--- config.mk ---
export PLATFORM = sky130hd
export DESIGN_NAME = bhi_fifo
export DESIGN_NICKNAME = d
export VERILOG_FILES = /design/src/hw/rtl/bhi_pkg.sv /design/src/hw/rtl/bhi_fifo.sv
export SDC_FILE = /design/constraint.sdc
export NUM_CORES = 1
export LEC_CHECK = 0
export BUFFER_PORTS_ARGS = -buffer_cell sky130_fd_sc_hd__buf_4
export CELL_PAD_IN_SITES_DETAIL_PLACEMENT = 1
export CELL_PAD_IN_SITES_GLOBAL_PLACEMENT = 1
export CORE_MARGIN = 2
export CORE_UTILIZATION = 45
export CTS_BUF_LIST = sky130_fd_sc_hd__clkbuf_8
export CTS_CLUSTER_DIAMETER = 40
export DETAILED_ROUTE_END_ITERATION = 8
export GPL_ROUTABILITY_DRIVEN = 0
export PLACE_DENSITY_LB_ADDON = 0.1
export SETUP_SLACK_MARGIN = 0.5
export SLEW_MARGIN = 0
export SYNTH_ARGS = -nofsm -noshare
export SYNTH_HDL_FRONTEND = slang
export SYNTH_SLANG_ARGS = --single-unit
--- constraint.sdc ---
create_clock -name clk -period 1.33 [get_ports clk]
set_input_delay 0.0665 -clock clk [delete_from_list [all_inputs] [get_ports clk]]
set_output_delay 0.0665 -clock clk [all_outputs]
set_load 0.01 [all_outputs]
--- src/hw/rtl/bhi_pkg.sv ---
// Shared types and widths for the barycentric height interpolation unit.
`timescale 1ns / 1ps

package bhi_pkg;

    localparam int FRAC_BITS = 16;              // cancels in the quotient; datapath unaffected

    localparam int COORD_W = 32;
    localparam int DIFF_W  = COORD_W + 1;       // corner differences
    localparam int PROD_W  = 2 * DIFF_W;        // one 33x33 product
    localparam int SUM_W   = PROD_W + 1;        // det, n1, n2
    localparam int SPLIT_W = 34;                // low slice of n1/n2 for the num multiply
    localparam int HIGH_W  = SUM_W - SPLIT_W;   // signed high slice
    localparam int PL_W    = SPLIT_W + 1 + DIFF_W;
    localparam int PH_W    = HIGH_W + DIFF_W;
    localparam int NUM_W   = 100;               // n1*dah + n2*dbh
    localparam int QUO_W   = 34;                // quotient bits kept; larger saturates anyway

    localparam int MID_DEPTH = 4;
    localparam int OUT_DEPTH = 2;

    typedef struct packed {
        logic signed [COORD_W-1:0] a_x;
        logic signed [COORD_W-1:0] a_h;
        logic signed [COORD_W-1:0] a_z;
        logic signed [COORD_W-1:0] b_x;
        logic signed [COORD_W-1:0] b_h;
        logic signed [COORD_W-1:0] b_z;
        logic signed [COORD_W-1:0] c_x;
        logic signed [COORD_W-1:0] c_h;
        logic signed [COORD_W-1:0] c_z;
        logic signed [COORD_W-1:0] query_x;
        logic signed [COORD_W-1:0] query_z;
    } in_word_t;

    typedef struct packed {
        logic signed [COORD_W-1:0] height;
        logic                      degenerate;
        logic                      overflow;
    } out_word_t;

    typedef struct packed {
        logic signed [NUM_W-1:0]   num;
        logic signed [SUM_W-1:0]   det;
        logic signed [COORD_W-1:0] ch;
        logic                      degen;
    } mid_word_t;

endpackage

--- src/hw/rtl/bhi_fifo.sv ---
// Small register-based word queue with registered occupancy.
`timescale 1ns / 1ps

module bhi_fifo
    import bhi_pkg::*;
#(
    parameter int WIDTH = 8,
    parameter int DEPTH = 4
)
(
    input  logic             clk,
    input  logic             rst_n,
    input  logic             push,
    input  logic [WIDTH-1:0] wdata,
    input  logic             pop,
    output logic [WIDTH-1:0] rdata,
    output logic             full,
    output logic             empty
);

    localparam int AW = (DEPTH > 1) ? $clog2(DEPTH) : 1;
    localparam int CW = $clog2(DEPTH + 1);

    logic [WIDTH-1:0] mem_reg [0:DEPTH-1];
    logic [AW-1:0]    wr_ptr_reg, wr_ptr_next;
    logic [AW-1:0]    rd_ptr_reg, rd_ptr_next;
    logic [CW-1:0]    count_reg, count_next;

    assign full  = (count_reg == CW'(DEPTH));
    assign empty = (count_reg == '0);
    assign rdata = mem_reg[rd_ptr_reg];

    always_comb
    begin
        wr_ptr_next = wr_ptr_reg;
        rd_ptr_next = rd_ptr_reg;
        count_next  = count_reg;
        if (push)
        begin
            wr_ptr_next = (wr_ptr_reg == AW'(DEPTH - 1)) ? '0 : wr_ptr_reg + 1'b1;
        end
        if (pop)
        begin
            rd_ptr_next = (rd_ptr_reg == AW'(DEPTH - 1)) ? '0 : rd_ptr_reg + 1'b1;
        end
        if (push && !pop)
        begin
            count_next = count_reg + 1'b1;
        end
        else if (!push && pop)
        begin
            count_next = count_reg - 1'b1;
        end
    end

    always_ff @(posedge clk or negedge rst_n)
    begin
        if (!rst_n)
        begin
            wr_ptr_reg <= '0;
            rd_ptr_reg <= '0;
            count_reg  <= '0;
        end
        else
        begin
            wr_ptr_reg <= wr_ptr_next;
            rd_ptr_reg <= rd_ptr_next;
            count_reg  <= count_next;
        end
    end

    always_ff @(posedge clk)
    begin
        if (push)
        begin
            mem_reg[wr_ptr_reg] <= wdata;
        end
    end

`ifndef SYNTHESIS
    a_no_overfill: assert property (@(posedge clk) disable iff (!rst_n) !(push && full))
        else $error("queue written while full");
    a_no_underrun: assert property (@(posedge clk) disable iff (!rst_n) !(pop && empty))
        else $error("queue read while empty");
    a_count_step: assert property (@(posedge clk) disable iff (!rst_n)
        (push && !pop) |=> (count_reg == $past(count_reg) + 1'b1))
        else $error("queue count did not follow a lone write");
`endif

endmodule

# Word level (Yosys, flattened, before mapping)
# Memories as Yosys holds them, arrays and structs flattened.
# Cells that the tools add are included.
# Widths: inputs -> output; s select.
[totals]
ff_bits = 7
ram_bits = 32
in_bits = 12
output_inout_bits = 10
wordCells = 23
memories = 1
[classes]
n_addsub = 4
n_eq_ne = 3
n_mux = 6
n_reduce_logical = 6
[memory_table]
columns = ["name", "depth", "width", "rd", "rd_clocked_by_memory_dff", "wr", "line_no", "rtl"]
rows = [
  ["mem_reg", 4, 8, 1, 0, 1, "bhi_fifo.sv:24", "logic [WIDTH-1:0] mem_reg [0:DEPTH-1];"],
]
[op_table]
columns = ["op", "n"]
rows = [
  ["$mux 3", 2],
  ["$add 2x1->2 const B", 2],
  ["$eq 2x2->1 const B", 2],
  ["$mux 2", 2],
  ["$add 3x1->3 const B", 1],
  ["$eq 3x3->1 const B", 1],
  ["$logic_not 3->1", 1],
  ["$sub 3x1->3 const B", 1],
  ["$logic_and 1x1->1", 2],
  ["$logic_not 1->1", 2],
  ["$mux 1", 2],
  ["$reduce_bool 2->1", 1],
]

# Logic depth before layout (Yosys ltp)
[depth]
word_depth = 4
depth_mapped = 7

# Least setup slack after synthesis
# No wires, ideal clock.
[synth_timing]
path_kind = "reg-to-reg"
startpoint = "register count_reg[0]"
endpoint = "register count_reg[2]"
setup_time_ns = 0.079
arrival_ns = 1.216
t_required_ns = 1.251
slack_ns = 0.035
path_stages_with_launch = 5
synth_period_minus_slack_ns = 1.295
cell_sequence = "dfrtp_1 -> fa_1 -> xor2_1 -> nor2_1 -> xor2_1"
[synth_between]
elab_chain_len = 3
word_cells_on_any_way = 4
[synth_lines]
columns = ["item", "line_no", "rtl"]
rows = [
  ["start, declared", "bhi_fifo.sv:27", "logic [CW-1:0] count_reg, count_next;"],
  ["start signal, assigned", "bhi_fifo.sv:68", "count_reg <= count_next;"],
  ["$sub 3x1->3", "bhi_fifo.sv:52", "count_next = count_reg - 1'b1;"],
  ["$mux 3", "bhi_fifo.sv:50", "else if (!push && pop)"],
  ["$mux 3 (*)", "bhi_fifo.sv:46", "if (push && !pop)"],
]
# Every way passes the cells marked *; elsewhere a longest branch is shown, timed or not. The select of a mux whose other input is x is not followed.
# A chain may end at the register's enable or synchronous reset.

# Worst setup path in the final report
[layout_timing]
startpoint = "register rd_ptr_reg[0]"
endpoint = "output rdata[0]"
[layout_between]
elab_chain_len = 1
[layout_lines]
columns = ["item", "line_no", "rtl"]
rows = [
  ["start, declared", "bhi_fifo.sv:26", "logic [AW-1:0] rd_ptr_reg, rd_ptr_next;"],
  ["start signal, assigned", "bhi_fifo.sv:67", "rd_ptr_reg <= rd_ptr_next;"],
  ["$mem_v2 4x8", "-", ""],
  ["end, declared", "bhi_fifo.sv:16", "output logic [WIDTH-1:0] rdata,"],
]
# Every way passes these cells.

==> results_dict.tcl <==
set metrics [dict create \
    drt_drc_violations_left 0 \
    dr.pass1.iters 4 \
    cts-htree-levels 2 \
    clock_latency_ns 0.28 \
    grt_overflow 0 \
    stdcell_count 176 \
    synth_fp_nets 98 \
    grt_setup_unrepaired "true" \
    synthSimpleGateAreaFrac_pct 3.426 \
    skew_ns 0.006570 \
    max_stage_delay_ns 0.53 \
    hpwlAfterDp_mm 1.995 \
    via_per_inst 4.858 \
    muxShareOfSynthArea_pct 13.63 \
    cts.clk_slew.worst_paths_ns 0.07 \
    antenna_found_initial 0 \
    arrival_ns 1.51 \
    area_growth_pct 43.67 \
    path_max_fanout 8 \
    start_util_pct 47.06 \
    ios 22 \
    violations "setup timing" \
    finalMaxSlewViolations 0 \
    cts_sinks 39 \
    ys_ff_latch 39 \
    status "finished with violations" \
    start_kind "register" \
    final_layout_size_suffix_gt1_share_pct 56.92 \
    drt-initial-drc-count 38 \
    relSlewSlack_pct 81.72 \
    max_slew.worst_pin.slew_ns 0.2743 \
    grt_use_total_pct 17.23 \
    cts_buffers 5 \
    die-area_sq_um 3978 \
    crit_buf_inv 2 \
    rows 21 \
    nets 148 \
    min_period_ns 1.574 \
    die_x_um 63.07 \
    cts_buffer_depth 2 \
    grt_max_degree 13 \
    grt_pass1_wl_mm 4.968 \
    hold_viol_final 0 \
    yosys_warnings 0 \
    synth_xor_area_share_pct 1.673 \
    leakagePower_nw 0.8619 \
    timing.final.ws_setup_ns -0.2436 \
    io_buffers 21 \
    wl_per_cell_um 17.20 \
    dp.cells 150 \
    syn_avg_cell_area_sq_um 19.88 \
    synth_compound_area_share_pct 0.6375 \
    first_global_vias 1008 \
    crit_path_end_kind "output port" \
    diodes 0 \
    power_density_nw_per_um2 2120 \
    cts_root_buffer "clkbuf_8" \
    postRouteAntennaNets 0 \
    hold_slack_ns 0.06121 \
    synth_cells 79 \
    syn_area_sq_um 1570 \
    finalCritPeriodShare_pct 118.3 \
    critPathKind "reg -> out" \
    setup_viol 8 \
    fin_area_sq_um 2256 \
    fmax_ghz 0.6355 \
    min-delay-path-class "in -> reg" \
    synthDistinctLibCells 18 \
    crit_path_cell_trace "buf_12, mux4_2, buf_6" \
    synth_seq_area_share_pct 72.35 \
    yosys.area_share.adder_pct 6.056 \
    vias 855 \
    irDropWorstVdd_uv 1181 \
    dpl_cell_area_sq_um 1877 \
    layout_common_cells "edfxtp_1 (32), buf_4 (22), buf_6 (12)" \
    synth_top_family_by_area "multiplexers" \
    largest_reg_flops 32 \
    die_h_um 63.07 \
    wl_mm 3.027 \
    critPathRequiredTime_ns 1.26 \
    core_region_area_sq_um 3337 \
    cts_tree "done" \
    drv_cap 0 \
    final_common_cell "edfxtp_1" \
    critPathTopFamily "multiplexers" \
    slowest_stage "mux4_2" \
]
==> power breakdown <==
group,internal (mW),switching [mW]
Sequential,1.61,0.178
Clock,0.549,0.388
Combinational,1.25,0.806
Total,3.41,1.37
==> path summary, 6_finish.rpt <==
kind	start	to	slack (ns)	cells past startpoint
max	rd_ptr_reg[0]	rdata[0]	-0.24	3
min reg2reg	wr_ptr_reg[0]	wr_ptr_reg[0]	0.63	3
min	pop	rd_ptr_reg[1]	0.06	2
max in group asynchronous	rst_n	count_reg[0]	1.06	2
max reg2reg	count_reg[1]	count_reg[2]	0.04	4
min in group asynchronous	rst_n	rd_ptr_reg[0]	0.13	2
==> cell usage after synthesis (all sizes together) <==
master   n  area (sq um)
edfxtp  32         960.9
mux4     8         180.2
dfrtp    7         175.2
ha       6         75.07
inv      5         18.77
and2     4         25.02
mux2     3         33.78
buf      2         16.26
nor2     2         7.510
o21ai    2         10.01
xor2     2         17.52
fa       1         20.02
nand2    1         3.750
nand3    1         5.000
nor3     1         5.000
nor3b    1         7.510
xnor2    1         8.760
==> stage by stage <==
step / setup TNS, ns / setup WS, ns / utilization (%) / total power [mW]
2_1_floorplan: 0 / 0.1134 / - / 2.637
3_3_place_gp: 0 / 0.02057 / 56.24 / 3.238
3_5_place_dp: -0.01994 / -0.01994 / 56.24 / 3.304
4_1_cts: -1.800 / -0.2339 / 65.62 / 4.607
5_1_grt: -2.332 / -0.2944 / 67.60 / 5.061
6_report: -1.717 / -0.2436 / 67.60 / 4.782
==> cell type report <==
type	count	area, sq um
Clock buffer	5	68.82
Clock inverter	3	38.79
Fill cell	293	1081
Inverter	5	18.77
Multi-Input combinational cell	33	503.0
Sequential cell	39	1139
Tap cell	46	57.56
Timing Repair Buffer	45	430.4
==> worst register-to-register path, delay by kind of cell (launching register included) <==
kind	cells	cell delay [ns]
flip-flops	1	0.44
adder cells (fa/ha/maj)	1	0.37
XOR/XNOR	2	0.29
AND/OR/NAND/NOR	1	0.12
==> cell families after synthesis <==
family / Yosys count
AO/OA/AOI/OAI: 2
XOR/XNOR: 3
adder cells (fa/ha/maj): 7
buffers and inverters: 7
flip-flops: 39
multiplexers: 11
AND/OR/NAND/NOR: 10
==> per-layer routing <==
layer	part of all wire, %	vias to the layer above	GRT usage, %
met2	56	19	33.24
met3	3.5	2	3.571
met1	40	434	18.04
li1	-	400	-
met5	0	-	0
met4	0.26	0	6.667
==> what timing repair did <==
item	4_1_cts	5_1_grt
pin swaps	3	3
endpoints found under the setup margin	48	49
gates resized for setup	21	7
hold endpoints to repair	39	0
buffers inserted	4	5
hold buffers	9	0
No activity file was read; power rests on OpenSTA's default activity.
